### config.mk
export PLATFORM = sky130hd
export DESIGN_NAME = clock_stopwatch_display_controller
export DESIGN_NICKNAME = d
export VERILOG_FILES = /design/src/rtl/core/csdc_pkg.sv /design/src/rtl/core/csdc_front.sv /design/src/rtl/core/csdc_div1000.sv /design/src/rtl/core/csdc_redraw.sv /design/src/rtl/core/csdc_digits.sv /design/src/rtl/core/clock_stopwatch_display_controller.sv
export SDC_FILE = /design/constraint.sdc
export NUM_CORES = 2
export LEC_CHECK = 0
export BUFFER_PORTS_ARGS = -buffer_cell sky130_fd_sc_hd__buf_2
export CAP_MARGIN = 30
export CELL_PAD_IN_SITES_DETAIL_PLACEMENT = 2
export CELL_PAD_IN_SITES_GLOBAL_PLACEMENT = 2
export CORE_MARGIN = 4
export CORE_UTILIZATION = 49
export DETAILED_ROUTE_END_ITERATION = 7
export PLACE_DENSITY_LB_ADDON = 0.1
export SETUP_SLACK_MARGIN = 0.02
export SYNTH_ARGS = -nofsm -noshare
export SYNTH_HDL_FRONTEND = slang
export SYNTH_SLANG_ARGS = --single-unit
### constraint.sdc
create_clock -name clk -period 10.15 [get_ports clk]
set_input_delay 1.015 -clock clk [delete_from_list [all_inputs] [get_ports clk]]
set_output_delay 1.015 -clock clk [all_outputs]
set_load 0.05 [all_outputs]
### src/rtl/core/csdc_pkg.sv
// shared types and constants for the clock/stopwatch display controller
// no dependencies; imported by every module of the block but the checker
`default_nettype none

package csdc_pkg;

	// input op codes
	typedef enum logic [2:0] {
		OP_TICK      = 3'd0,
		OP_START     = 3'd1,
		OP_HOLD      = 3'd2,
		OP_CLOCK     = 3'd3,
		OP_BLANK     = 3'd4,
		OP_SET_COLOR = 3'd5
	} op_t;

	// display mode, one-hot
	typedef enum logic [3:0] {
		DISP_BLANK     = 4'b0001,
		DISP_CLOCK     = 4'b0010,
		DISP_STOPWATCH = 4'b0100,
		DISP_HOLD      = 4'b1000
	} mode_t;

	// what the redraw stage must do for one item
	typedef enum logic [2:0] {
		ACT_NONE       = 3'd0,
		ACT_TICK_BLANK = 3'd1,
		ACT_TICK_SHOW  = 3'd2,
		ACT_TICK_HOLD  = 3'd3,
		ACT_FORCE      = 3'd4,
		ACT_CLEAR      = 3'd5
	} act_t;

	// item control from the front stage
	typedef struct packed {
		act_t        act;
		logic [23:0] color;
	} cmd_t;

	// per-result flags after the redraw decision
	typedef struct packed {
		logic        draw;
		logic        colon_changed;
		logic        colon_lit;
		logic        clear;
		logic [23:0] color;
	} flags_t;

	localparam logic [23:0] RESET_COLOR = 24'hFF8000;

	// reciprocal constants for exact unsigned 32-bit division
	localparam logic [28:0] DIV1000_MAGIC = 29'h10624DD3;
	localparam int          DIV1000_SHIFT = 38;
	localparam logic [31:0] DIV60_MAGIC   = 32'h88888889;
	localparam int          DIV60_SHIFT   = 37;
	localparam logic [31:0] DIV3_MAGIC    = 32'hAAAAAAAB;
	localparam int          DIV3_SHIFT    = 33;

endpackage

`default_nettype wire

### src/rtl/core/csdc_front.sv
// front stage: op decode, mode and color state, stopwatch elapsed time
// depends on csdc_pkg
`default_nettype none

module csdc_front
	import csdc_pkg::*;
(
	input  wire logic        clk,
	input  wire logic        arst_n,
	input  wire logic        up_valid,
	output logic             up_ready,
	input  wire logic [2:0]  op,
	input  wire logic [31:0] now_ms,
	input  wire logic [16:0] day_seconds,
	input  wire logic [31:0] hold_seconds,
	input  wire logic [23:0] color,
	output logic             dn_valid,
	input  wire logic        dn_ready,
	output cmd_t             cmd_s1,
	output logic [31:0]      value_s1,
	output logic             is_sw_s1
);

	mode_t       mode_q, mode_d;
	logic [23:0] active_q, active_d;
	logic [23:0] clock_q, clock_d;
	logic [31:0] start_q, start_d;
	logic [31:0] held_q, held_d;
	logic        valid_s1;
	logic        take;
	act_t        act;
	logic [31:0] value;
	logic        is_sw;

	assign up_ready = !valid_s1 || dn_ready;
	assign take     = up_valid && up_ready;
	assign dn_valid = valid_s1;

	// decode one item against the current mode
	always_comb begin
		mode_d   = mode_q;
		active_d = active_q;
		clock_d  = clock_q;
		start_d  = start_q;
		held_d   = held_q;
		act      = ACT_NONE;
		value    = held_q;
		is_sw    = 1'b0;
		case (op)
			OP_TICK: begin
				case (mode_q)
					DISP_BLANK: act = ACT_TICK_BLANK;
					DISP_CLOCK: begin
						act   = ACT_TICK_SHOW;
						value = 32'(day_seconds);
					end
					DISP_STOPWATCH: begin
						act   = ACT_TICK_SHOW;
						value = now_ms - start_q;
						is_sw = 1'b1;
					end
					DISP_HOLD: act = ACT_TICK_HOLD;
					default: act = ACT_NONE;
				endcase
			end
			OP_START: begin
				mode_d   = DISP_STOPWATCH;
				start_d  = now_ms;
				active_d = color;
				act      = ACT_FORCE;
			end
			OP_HOLD: begin
				mode_d   = DISP_HOLD;
				held_d   = hold_seconds;
				active_d = color;
				act      = ACT_FORCE;
			end
			OP_CLOCK: begin
				mode_d   = DISP_CLOCK;
				active_d = clock_q;
				act      = ACT_FORCE;
			end
			OP_BLANK: begin
				mode_d = DISP_BLANK;
				act    = ACT_CLEAR;
			end
			OP_SET_COLOR: begin
				clock_d = color;
				if (mode_q == DISP_CLOCK) begin
					active_d = color;
					act      = ACT_FORCE;
				end
			end
			default: act = ACT_NONE;
		endcase
	end

	// mode and color state, updated on every input transfer
	always_ff @(posedge clk or negedge arst_n) begin
		if (!arst_n) begin
			mode_q   <= DISP_CLOCK;
			active_q <= RESET_COLOR;
			clock_q  <= RESET_COLOR;
			start_q  <= '0;
			held_q   <= '0;
			valid_s1 <= 1'b0;
		end else begin
			if (take) begin
				mode_q   <= mode_d;
				active_q <= active_d;
				clock_q  <= clock_d;
				start_q  <= start_d;
				held_q   <= held_d;
			end
			if (up_ready) begin
				valid_s1 <= up_valid;
			end
		end
	end

	// stage 1 payload
	always_ff @(posedge clk) begin
		if (up_ready) begin
			cmd_s1.act   <= act;
			cmd_s1.color <= active_d;
			value_s1     <= value;
			is_sw_s1     <= is_sw;
		end
	end

endmodule

`default_nettype wire

### src/rtl/core/csdc_div1000.sv
// milliseconds to seconds: exact divide by 1000 over two stages for stopwatch items, others pass through
// depends on csdc_pkg
`default_nettype none

module csdc_div1000
	import csdc_pkg::*;
(
	input  wire logic        clk,
	input  wire logic        arst_n,
	input  wire logic        up_valid,
	output logic             up_ready,
	input  wire cmd_t        cmd_in,
	input  wire logic [31:0] value_in,
	input  wire logic        is_sw_in,
	output logic             dn_valid,
	input  wire logic        dn_ready,
	output cmd_t             cmd_s3,
	output logic [31:0]      total_s3
);

	logic        vld_s2, vld_s3;
	logic        rdy_s2, rdy_s3;
	logic [60:0] prod_s2;
	logic [31:0] value_s2;
	logic        is_sw_s2;
	cmd_t        cmd_s2;

	assign rdy_s3   = !vld_s3 || dn_ready;
	assign rdy_s2   = !vld_s2 || rdy_s3;
	assign up_ready = rdy_s2;
	assign dn_valid = vld_s3;

	// stage valids
	always_ff @(posedge clk or negedge arst_n) begin
		if (!arst_n) begin
			vld_s2 <= 1'b0;
			vld_s3 <= 1'b0;
		end else begin
			if (rdy_s2) begin
				vld_s2 <= up_valid;
			end
			if (rdy_s3) begin
				vld_s3 <= vld_s2;
			end
		end
	end

	// reciprocal multiply, then shift out the quotient
	always_ff @(posedge clk) begin
		if (rdy_s2) begin
			prod_s2  <= 61'(value_in) * 61'(DIV1000_MAGIC);
			value_s2 <= value_in;
			is_sw_s2 <= is_sw_in;
			cmd_s2   <= cmd_in;
		end
		if (rdy_s3) begin
			total_s3 <= is_sw_s2 ? 32'(prod_s2 >> DIV1000_SHIFT) : value_s2;
			cmd_s3   <= cmd_s2;
		end
	end

endmodule

`default_nettype wire

### src/rtl/core/csdc_redraw.sv
// redraw decision: shown value, forced redraw flag and colon state
// depends on csdc_pkg
`default_nettype none

module csdc_redraw
	import csdc_pkg::*;
(
	input  wire logic        clk,
	input  wire logic        arst_n,
	input  wire logic        up_valid,
	output logic             up_ready,
	input  wire cmd_t        cmd_in,
	input  wire logic [31:0] total_in,
	output logic             dn_valid,
	input  wire logic        dn_ready,
	output flags_t           flags_s4,
	output logic [31:0]      total_s4
);

	logic [31:0] shown_q, shown_d;
	logic        forced_q, forced_d;
	logic        colon_q, colon_d;
	logic        vld_s4;
	logic        take;
	logic        is_new;
	flags_t      flags;

	assign up_ready = !vld_s4 || dn_ready;
	assign take     = up_valid && up_ready;
	assign dn_valid = vld_s4;
	assign is_new   = forced_q || (total_in != shown_q);

	// per-item decision
	always_comb begin
		shown_d             = shown_q;
		forced_d            = forced_q;
		colon_d             = colon_q;
		flags.draw          = 1'b0;
		flags.colon_changed = 1'b0;
		flags.clear         = 1'b0;
		case (cmd_in.act)
			ACT_TICK_BLANK: begin
				colon_d             = 1'b0;
				flags.colon_changed = colon_q;
			end
			ACT_TICK_SHOW: begin
				if (is_new) begin
					shown_d             = total_in;
					forced_d            = 1'b0;
					flags.draw          = 1'b1;
					colon_d             = !colon_q;
					flags.colon_changed = 1'b1;
				end
			end
			ACT_TICK_HOLD: begin
				if (is_new) begin
					shown_d    = total_in;
					forced_d   = 1'b0;
					flags.draw = 1'b1;
				end
				colon_d             = 1'b1;
				flags.colon_changed = !colon_q;
			end
			ACT_FORCE: forced_d = 1'b1;
			ACT_CLEAR: flags.clear = 1'b1;
			default: forced_d = forced_q;
		endcase
		flags.colon_lit = colon_d;
		flags.color     = cmd_in.color;
	end

	// display state, updated once per transfer
	always_ff @(posedge clk or negedge arst_n) begin
		if (!arst_n) begin
			shown_q  <= '0;
			forced_q <= 1'b1;
			colon_q  <= 1'b0;
			vld_s4   <= 1'b0;
		end else begin
			if (take) begin
				shown_q  <= shown_d;
				forced_q <= forced_d;
				colon_q  <= colon_d;
			end
			if (up_ready) begin
				vld_s4 <= up_valid;
			end
		end
	end

	// stage 4 payload
	always_ff @(posedge clk) begin
		if (up_ready) begin
			flags_s4 <= flags;
			total_s4 <= total_in;
		end
	end

endmodule

`default_nettype wire

### src/rtl/core/csdc_digits.sv
// splits a seconds count into HH:MM:SS BCD digits, hours mod 24
// six stages ending in the output register; depends on csdc_pkg
`default_nettype none

module csdc_digits
	import csdc_pkg::*;
(
	input  wire logic        clk,
	input  wire logic        arst_n,
	input  wire logic        up_valid,
	output logic             up_ready,
	input  wire flags_t      flags_in,
	input  wire logic [31:0] total_in,
	output logic             dn_valid,
	input  wire logic        dn_ready,
	output flags_t           flags_s10,
	output logic [1:0]       hour_tens_s10,
	output logic [3:0]       hour_ones_s10,
	output logic [2:0]       minute_tens_s10,
	output logic [3:0]       minute_ones_s10,
	output logic [2:0]       second_tens_s10,
	output logic [3:0]       second_ones_s10
);

	// tens and ones of a value below 60
	function automatic logic [6:0] split_bcd(input logic [5:0] v);
		logic [2:0] tens;
		tens = '0;
		for (int i = 1; i < 6; i++) begin
			if (v >= 6'(i * 10)) begin
				tens = 3'(i);
			end
		end
		return {tens, 4'(v - 6'({tens, 3'b000}) - 6'({tens, 1'b0}))};
	endfunction

	logic        vld_s5, vld_s6, vld_s7, vld_s8, vld_s9, vld_s10;
	logic        rdy_s5, rdy_s6, rdy_s7, rdy_s8, rdy_s9, rdy_s10;
	flags_t      flags_s5, flags_s6, flags_s7, flags_s8, flags_s9;
	logic [63:0] prod1_s5;
	logic [5:0]  tot_lo_s5;
	logic [26:0] q1_s6;
	logic [5:0]  sec_s6, sec_s7, sec_s8, sec_s9;
	logic [58:0] prod2_s7;
	logic [5:0]  q1_lo_s7;
	logic [20:0] q2_s8;
	logic [5:0]  min_s8, min_s9;
	logic [49:0] prod3_s9;
	logic [4:0]  q2_lo_s9;
	logic [26:0] q1;
	logic [20:0] q2;
	logic [16:0] q3;
	logic [4:0]  hour;
	logic [6:0]  hour_bcd, min_bcd, sec_bcd;

	assign rdy_s10  = !vld_s10 || dn_ready;
	assign rdy_s9   = !vld_s9 || rdy_s10;
	assign rdy_s8   = !vld_s8 || rdy_s9;
	assign rdy_s7   = !vld_s7 || rdy_s8;
	assign rdy_s6   = !vld_s6 || rdy_s7;
	assign rdy_s5   = !vld_s5 || rdy_s6;
	assign up_ready = rdy_s5;
	assign dn_valid = vld_s10;

	// quotients and remainders, each remainder kept to its low bits
	assign q1       = 27'(prod1_s5 >> DIV60_SHIFT);
	assign q2       = 21'(prod2_s7 >> DIV60_SHIFT);
	assign q3       = 17'(prod3_s9 >> DIV3_SHIFT);
	assign hour     = q2_lo_s9 - {q3[0], 4'b0000} - {q3[1:0], 3'b000};
	assign hour_bcd = split_bcd({1'b0, hour});
	assign min_bcd  = split_bcd(min_s9);
	assign sec_bcd  = split_bcd(sec_s9);

	// stage valids
	always_ff @(posedge clk or negedge arst_n) begin
		if (!arst_n) begin
			vld_s5  <= 1'b0;
			vld_s6  <= 1'b0;
			vld_s7  <= 1'b0;
			vld_s8  <= 1'b0;
			vld_s9  <= 1'b0;
			vld_s10 <= 1'b0;
		end else begin
			if (rdy_s5) begin
				vld_s5 <= up_valid;
			end
			if (rdy_s6) begin
				vld_s6 <= vld_s5;
			end
			if (rdy_s7) begin
				vld_s7 <= vld_s6;
			end
			if (rdy_s8) begin
				vld_s8 <= vld_s7;
			end
			if (rdy_s9) begin
				vld_s9 <= vld_s8;
			end
			if (rdy_s10) begin
				vld_s10 <= vld_s9;
			end
		end
	end

	// seconds split: /60, /60, /24 by reciprocal multiplies
	// low six bits of x - 60*q equal those of x + 4*q
	always_ff @(posedge clk) begin
		if (rdy_s5) begin
			prod1_s5  <= 64'(total_in) * 64'(DIV60_MAGIC);
			tot_lo_s5 <= total_in[5:0];
			flags_s5  <= flags_in;
		end
		if (rdy_s6) begin
			q1_s6    <= q1;
			sec_s6   <= tot_lo_s5 + {q1[3:0], 2'b00};
			flags_s6 <= flags_s5;
		end
		if (rdy_s7) begin
			prod2_s7 <= 59'(q1_s6) * 59'(DIV60_MAGIC);
			q1_lo_s7 <= q1_s6[5:0];
			sec_s7   <= sec_s6;
			flags_s7 <= flags_s6;
		end
		if (rdy_s8) begin
			q2_s8    <= q2;
			min_s8   <= q1_lo_s7 + {q2[3:0], 2'b00};
			sec_s8   <= sec_s7;
			flags_s8 <= flags_s7;
		end
		if (rdy_s9) begin
			prod3_s9 <= 50'(q2_s8[20:3]) * 50'(DIV3_MAGIC);
			q2_lo_s9 <= q2_s8[4:0];
			min_s9   <= min_s8;
			sec_s9   <= sec_s8;
			flags_s9 <= flags_s8;
		end
	end

	// output register, digits zero unless drawn
	always_ff @(posedge clk) begin
		if (rdy_s10) begin
			flags_s10 <= flags_s9;
			if (flags_s9.draw) begin
				hour_tens_s10   <= hour_bcd[5:4];
				hour_ones_s10   <= hour_bcd[3:0];
				minute_tens_s10 <= min_bcd[6:4];
				minute_ones_s10 <= min_bcd[3:0];
				second_tens_s10 <= sec_bcd[6:4];
				second_ones_s10 <= sec_bcd[3:0];
			end else begin
				hour_tens_s10   <= '0;
				hour_ones_s10   <= '0;
				minute_tens_s10 <= '0;
				minute_ones_s10 <= '0;
				second_tens_s10 <= '0;
				second_ones_s10 <= '0;
			end
		end
	end

endmodule

`default_nettype wire

### src/rtl/core/clock_stopwatch_display_controller.sv
// HH:MM:SS display controller for a six-digit display: blank, clock, stopwatch
// and hold modes. Every accepted tick or command gives exactly one result. The
// block takes one item per clock cycle while the output is not stalled. The
// pipeline holds the divide-by-1000 of the stopwatch time and the three
// reciprocal multiplies of the hours/minutes/seconds split, each followed by a
// register. Every stage stalls only when the stage after it is full, so bubbles
// close up under backpressure. After reset the block is in clock mode with the
// colon off, color 0xFF8000, and the first tick always redraws the digits.
// Depends on csdc_pkg, csdc_front, csdc_div1000, csdc_redraw, csdc_digits.
`default_nettype none

module clock_stopwatch_display_controller
	import csdc_pkg::*;
(
	input  wire logic         clk,
	input  wire logic         arst_n,
	input  wire logic         s_tvalid,
	output logic              s_tready,
	// now_ms[31:0], day_seconds[48:32], hold_seconds[80:49], color[104:81]
	input  wire logic [111:0] s_tdata,
	// op[2:0]
	input  wire logic [2:0]   s_tuser,
	output logic              m_tvalid,
	input  wire logic         m_tready,
	// hour_tens[1:0], hour_ones[5:2], minute_tens[8:6], minute_ones[12:9],
	// second_tens[15:13], second_ones[19:16], digit_color[43:20], colon_lit[44]
	output logic [47:0]       m_tdata,
	// draw_digits[0], colon_changed[1], clear_display[2]
	output logic [2:0]        m_tuser
);

	logic        f_valid, f_ready;
	cmd_t        f_cmd;
	logic [31:0] f_value;
	logic        f_is_sw;
	logic        d_valid, d_ready;
	cmd_t        d_cmd;
	logic [31:0] d_total;
	logic        r_valid, r_ready;
	flags_t      r_flags;
	logic [31:0] r_total;
	flags_t      o_flags;
	logic [1:0]  hour_tens;
	logic [3:0]  hour_ones;
	logic [2:0]  minute_tens;
	logic [3:0]  minute_ones;
	logic [2:0]  second_tens;
	logic [3:0]  second_ones;

	// decode and mode state
	csdc_front u_front (
		.clk          (clk),
		.arst_n       (arst_n),
		.up_valid     (s_tvalid),
		.up_ready     (s_tready),
		.op           (s_tuser),
		.now_ms       (s_tdata[31:0]),
		.day_seconds  (s_tdata[48:32]),
		.hold_seconds (s_tdata[80:49]),
		.color        (s_tdata[104:81]),
		.dn_valid     (f_valid),
		.dn_ready     (f_ready),
		.cmd_s1       (f_cmd),
		.value_s1     (f_value),
		.is_sw_s1     (f_is_sw)
	);

	// stopwatch milliseconds to seconds
	csdc_div1000 u_div1000 (
		.clk      (clk),
		.arst_n   (arst_n),
		.up_valid (f_valid),
		.up_ready (f_ready),
		.cmd_in   (f_cmd),
		.value_in (f_value),
		.is_sw_in (f_is_sw),
		.dn_valid (d_valid),
		.dn_ready (d_ready),
		.cmd_s3   (d_cmd),
		.total_s3 (d_total)
	);

	// redraw and colon decision
	csdc_redraw u_redraw (
		.clk      (clk),
		.arst_n   (arst_n),
		.up_valid (d_valid),
		.up_ready (d_ready),
		.cmd_in   (d_cmd),
		.total_in (d_total),
		.dn_valid (r_valid),
		.dn_ready (r_ready),
		.flags_s4 (r_flags),
		.total_s4 (r_total)
	);

	// digit split and output register
	csdc_digits u_digits (
		.clk             (clk),
		.arst_n          (arst_n),
		.up_valid        (r_valid),
		.up_ready        (r_ready),
		.flags_in        (r_flags),
		.total_in        (r_total),
		.dn_valid        (m_tvalid),
		.dn_ready        (m_tready),
		.flags_s10       (o_flags),
		.hour_tens_s10   (hour_tens),
		.hour_ones_s10   (hour_ones),
		.minute_tens_s10 (minute_tens),
		.minute_ones_s10 (minute_ones),
		.second_tens_s10 (second_tens),
		.second_ones_s10 (second_ones)
	);

	// result packing
	assign m_tdata = {3'b000, o_flags.colon_lit, o_flags.color, second_ones, second_tens,
		minute_ones, minute_tens, hour_ones, hour_tens};
	assign m_tuser = {o_flags.clear, o_flags.colon_changed, o_flags.draw};

endmodule

`default_nettype wire

==> metrics list, run 1 <==
- H-tree levels: 3
- Leading register cell type out of synthesis: sky130_fd_sc_hd__edfxtp_1
- Master cell of the clock root buffer: sky130_fd_sc_hd__clkbuf_16
- Pin placement for this block handled 172 I/O pins.
* Share of flip-flops with an asynchronous set or reset after synthesis: between 20% and 30%
* Stopped at: clock tree synthesis
- Yosys printed 0 warnings.
* Initial core utilization: 49.6%
- In this run the vertical extent of the chip is about 360 um.
- CTS saw roughly 760 sinks.
- Routability-driven placement finished with a final weighted congestion of approximately 0.85.
- After synthesis the netlist holds a flip-flop and latch count of 761.
* Post-detail-place hpwl: between 150000 and 200000 um
- The synthesized design contains around 600 enable-type register cells.
- Hold buffer count at cts: 0
- The tool reported: "[ERROR DPL-0033] detailed placement checks failed during check placement".
* Number of buffers between clock root and the deepest sink: 3
- Share of synthesized area occupied by flip-flops and latches: between 30% and 40%
* Synthesized instance count: 5088
* Number of different library cells in the post-synthesis netlist: 84
- Dpl cell area: around 64000 um^2
- Number of instances resized during post-cts repair: 0
* Outcome: did not finish
- FP Rows: around 130
* Count of port buffers added during placement: 161
- Syn Std Cell Area: between 60000 and 70000 um^2
- The number of clock buffers added by TritonCTS is 87.
- After clock tree synthesis, the setup repair step added 0 buffers.
* Horizontal die dimension: about 360 um
* Synthesized area divided by synthesized cell count: ~12 um^2
kinds of logic after synthesis:
kind of cell	count (synthesis)	share of synthesized area [%]
compound gates	634	6.73
mux	117	2.14
flops	761	35.9
xor+xnor	151	2.15
other cells	1	0.00610
fa+ha+maj	1640	41.2
buf+inv	1259	7.70
simple gates	525	4.21
stage by stage:
stage	cells	utilization (%)	setup slack (ns)
after floorplan	5090	-	2.63
after global placement	6858	51.9	2.10
after detailed placement	6861	51.9	1.85
synthesized netlist by cell type (all sizes together), types with 15 or more instances:
| master | n | area share, % |
|---|---|---|
| xor2 | 80 | 1.1 |
| xnor2 | 71 | 1.0 |
| mux2 | 114 | 2.1 |
| and2 | 25 | 0.25 |
| nor3 | 36 | 0.30 |
| ha | 998 | 20 |
| dfstp | 20 | 0.85 |
| fa | 641 | 21 |
| nor4 | 15 | 0.15 |
| a222oi | 25 | 0.41 |
| edfxtp | 601 | 29 |
| a21oi | 165 | 1.4 |
| nor2 | 102 | 0.62 |
| a211oi | 20 | 0.25 |
| nor2b | 32 | 0.33 |
| and3 | 19 | 0.19 |
| inv | 1200 | 7.3 |
| nand2b | 18 | 0.18 |
| o21ai | 178 | 1.5 |
| nand3 | 57 | 0.46 |
| nand4 | 28 | 0.28 |
| o21a | 18 | 0.22 |
| a21o | 82 | 1.0 |
| clkbuf | 50 | 0.31 |
| o21bai | 15 | 0.18 |
| nand2 | 155 | 0.95 |
| dfrtp | 140 | 5.7 |
==> run 2: changes to the inputs <==
--- a/config.mk
+++ b/config.mk
@@ -7,13 +7,10 @@
 export LEC_CHECK = 0
 export BUFFER_PORTS_ARGS = -buffer_cell sky130_fd_sc_hd__buf_2
 export CAP_MARGIN = 30
-export CELL_PAD_IN_SITES_DETAIL_PLACEMENT = 2
-export CELL_PAD_IN_SITES_GLOBAL_PLACEMENT = 2
 export CORE_MARGIN = 4
-export CORE_UTILIZATION = 49
+export CORE_UTILIZATION = 40
 export DETAILED_ROUTE_END_ITERATION = 7
-export PLACE_DENSITY_LB_ADDON = 0.1
-export SETUP_SLACK_MARGIN = 0.02
+export PLACE_DENSITY_LB_ADDON = 0.15
 export SYNTH_ARGS = -nofsm -noshare
 export SYNTH_HDL_FRONTEND = slang
 export SYNTH_SLANG_ARGS = --single-unit
==> run 2 against run 1 <==
The run now ends clean. Synthesized cell count is the same. Area after synthesis is the same.
==> metrics list, run 2 <==
- Slack of the critical path: 1.98 ns
- After filler insertion, the fill cell instance count of the layout stands at about 14000.
- Dividing the detail-routed wire length by the instance count gives 18.8 um.
* Cell type group with the largest total delay on the critical path: adder cells
- Post-layout nets: a little over 7000
- Synthesis warning total: 0
* Share of synthesized area occupied by flip-flops and latches: 35.9%
- Worst slew pin tran: 0.996 ns
- The routed design has 140000 um of wire.
* Max stage delay cell, worst path: sky130_fd_sc_hd__edfxtp_1
- The final-report max-slew violation count was 0.
- After detailed routing, the met3 layer carries between 4000 and 5000 um of wire.
- STA puts the critical path data required time at about 11 ns.
- Most numerous cell on the critical path: sky130_fd_sc_hd__fa_1
- Worst hold path type: reg -> reg
* Number of max-cap violations: 0
- No sink is reached through more buffers than the 3 on the longest clock path.
* Final clock skew: around 0.031 ns
* DRC violation count after routing: 0
* Number of cell instances on the worst register-to-register path: 23
- The synthesized netlist contains between 80 and 90 unique library cells.
- The final critical path takes up 80.5% of the cycle.
* Dpl cell area: roughly 65000 um^2
* Outcome: complete, no violations
* Master cell of the clock root buffer: sky130_fd_sc_hd__clkbuf_16
- Dividing the detail-routed via count by the number of cells gives approximately 4.9.
- Post-CTS timing repair inserted 0 buffers for setup.
* Library cell with the highest instance count after synthesis: sky130_fd_sc_hd__inv_1
* Origin of the worst min-delay path: u_digits.flags_s8[6]$_DFFE_PP_
- The worst register-to-register path begins at u_front.value_s1[8]$_DFFE_PN_.
- The routed design uses between 70000 and 80000 um of met2 wire.
- For hold timing, the worst endpoint is u_digits.flags_s9[6]$_DFFE_PP_.
- Clock-pin slew was measured on the worst setup and hold paths at 0.06 ns.
- Clock tree synthesis inserted a total of between 80 and 90 buffers.
- Syn Std Cell Area: about 62000 um^2
* Post-detail-place hpwl: 113000 um
- In this design, the stage delay of the slowest critical-path cell is 1.00 ns.
- For this block, the via count after detailed routing is roughly 36000.
- Count of clock tree sinks: roughly 760
- Worst-case register-to-register setup slack: about 2.0 ns
* Count of routing violations after the opening detailed-route iteration: between 1500 and 2000
- Leaving out fill and tap cells, the most frequent cell in the layout is sky130_fd_sc_hd__inv_1.
- TritonCTS built the clock tree.
- The H-tree was split into 3 levels.
- Share of flip-flops with an asynchronous set or reset after synthesis: 21.0%
* Initial core utilization: approximately two fifths
* Area growth, synth to finish: 10.2%
- Worst path bufs/invs: 5
- Via count of the first global-routing pass: between 30000 and 40000
- Horizontal die dimension: 400 um
- The worst hold path was traced through 0 stages.
- Once layout is done, the placed cells without fillers occupy about 68000 um^2.
- R2r endpoint: u_div1000.prod_s2[60]$_DFFE_PP_
* Antenna Violating Nets Remaining: 0
- The worst setup path is launched from a flip-flop.
- Highest Signal Layer: met5
- STA puts the critical path data arrival time at approximately 8.6 ns.
- The die is around 400 um tall.
- Input and output buffers added on the ports amount to ~160.
- Counting instances in the post-synthesis netlist gives the leading cell types as sky130_fd_sc_hd__inv_1, sky130_fd_sc_hd__ha_1, sky130_fd_sc_hd__fa_1, sky130_fd_sc_hd__edfxtp_1, sky130_fd_sc_hd__o21ai_0.
- Setup repair after global routing left no endpoint under its margin.
- Synthesized area divided by synthesized cell count: about 12 um^2
- Global routing used between 10% and 20% of the available tracks.
- Number of enable flip-flop cells after synthesis: around 600
* Yosys reg bits: 761
* Die Footprint: ~160000 um^2
- Walking the worst path, the cells encountered are ha_1 > fa_1 > fa_1 > inv_1 > fa_1 > inv_1 > fa_1 > fa_1 > fa_1 > inv_1 > fa_1 > inv_1 > ha_1 > a211oi_1 > o211ai_1 > a2111oi_0 > buf_1 > o31ai_1 > nor3_2 > o21ai_4 > a2111oi_4 > a21oi_2 > a21o_1.
- The worst setup path is captured at a flip-flop.
- TNS Setup: 0 ns
* Setup WS pre-CTS: 2.07 ns
- The setup path with the least slack is of type reg -> reg.
- After layout, the minimum clock period comes to approximately 8.2 ns.
- Final count of hold timing violations: 0
- The synthesized design devotes to its leading area cell type between 20% and 30% of total area.
* Setup Viol. Count Final: 0
- Total grt overflow: 0
- The floorplan has 143 rows.
- Entering global routing, the biggest net connects 95 pins.
- Of the cells placed in the final design, the portion with a size suffix greater than 1 is under 10%.
* Slew HR: approximately 34%
- Hold buffer count at cts: 0
* Leading register cell type out of synthesis: sky130_fd_sc_hd__edfxtp_1
- After synthesis, the cell types taking the most area are sky130_fd_sc_hd__edfxtp_1, sky130_fd_sc_hd__fa_1, sky130_fd_sc_hd__ha_1.
- 172 I/O pins were placed.
* Wire length the detailed router placed on met1: about 61000 um
- Timing would allow up to ~0.12 GHz.
- Leaving out fill and tap cells, the most frequent cells in the layout are sky130_fd_sc_hd__inv_1, sky130_fd_sc_hd__ha_1, sky130_fd_sc_hd__fa_1.
- Number of instances resized during post-cts repair: 0
* Initial antenna violation count: 10
- Number of detailed-route iterations in the first pass: 6
- Maximum net fanout on the critical path: 12
- Routability-driven placement finished with a final weighted congestion of between 0.8 and 0.9.
- Summed over all instances, the cell type with the most area after synthesis is sky130_fd_sc_hd__edfxtp_1.
- Core region area: 152000 um^2
- Later-pin clock latency in the skew report: around 0.68 ns
* Global-route wire length before repair: between 200000 and 250000 um
- Synthesis handed over a netlist of approximately 5000 instances.
==> run 2: cell counts after synthesis <==
No cell type changed its count.
==> run 2: layout make-up <==
cell class              count  area [um^2]  area share, %
multi-input cells        3070        34800           51.3
flip-flops and latches    761        22100           32.6
inverters                1200         4500           6.65
well taps                2030         2540           3.75
clock buffers             109         2240           3.30
repair buffers            205         1220           1.81
clock inverters            39          424          0.626
diodes                      7         17.5         0.0258
==> run 2: stage by stage <==
stage          utilization [%]  hold WS (ns)  std cells
2_1_floorplan                -         0.400       5090
3_3_place_gp              42.6         0.401       7259
3_5_place_dp              42.7         0.405       7264
4_1_cts                   44.4         0.386       7412
5_1_grt                   44.5         0.399       7417
6_report                  44.5         0.390       7421
==> run 2: logic make-up (layout without fill, tap and decap cells) <==
family                     count (synthesis)  in the layout  synth area share [%]
muxes                                    117            117                  2.14
other                                      1             10               0.00610
and+or+nand+nor                          525            525                  4.21
xor gates and xnor gates                 151            151                  2.15
adders and majority gates               1640           1640                  41.2
buffers and inverters                   1259           1553                  7.70
AOI/OAI and AO/OA                        634            634                  6.73
DFF                                      761            761                  35.9
==> run 2: how the worst max path moves through the flow <==
stage | start | endpoint | cells after the start
after floorplan | m_tready | u_front.held_q[10]$_DFFE_PN0P_ | 8
after global placement | u_front.value_s1[8]$_DFFE_PN_ | u_div1000.prod_s2[60]$_DFFE_PP_ | 22
after detailed placement | u_front.value_s1[8]$_DFFE_PN_ | u_div1000.prod_s2[60]$_DFFE_PP_ | 23
after CTS | u_front.value_s1[10]$_DFFE_PN_ | u_div1000.prod_s2[60]$_DFFE_PP_ | 24
after global routing | u_front.value_s1[8]$_DFFE_PN_ | u_div1000.prod_s2[60]$_DFFE_PP_ | 23
final | u_front.value_s1[8]$_DFFE_PN_ | u_div1000.prod_s2[60]$_DFFE_PP_ | 23
==> run 2: layer usage <==
layer / vias up / global-route usage (%)
met5: - / 0
met1: 17800 / 23.4
met4: 6 / 4.73
met3: 208 / 2.55
met2: 468 / 32.0
li1: 17500 / -
==> run 2: worst reg2reg max path: cells and delay by family, from the launching register on <==
| kind | cells | cell delay [ns] |
|---|---|---|
| AOI/OAI and AO/OA | 8 | 2.15 |
| adders and majority gates | 9 | 3.88 |
| and+or+nand+nor | 1 | 0.45 |
| buffers and inverters | 5 | 0.44 |
| DFF | 1 | 1.00 |
Power of run 2 is left out: the tool's default activity adds up to more than one toggle a clock period on the data nets, which glitch-free logic cannot reach.
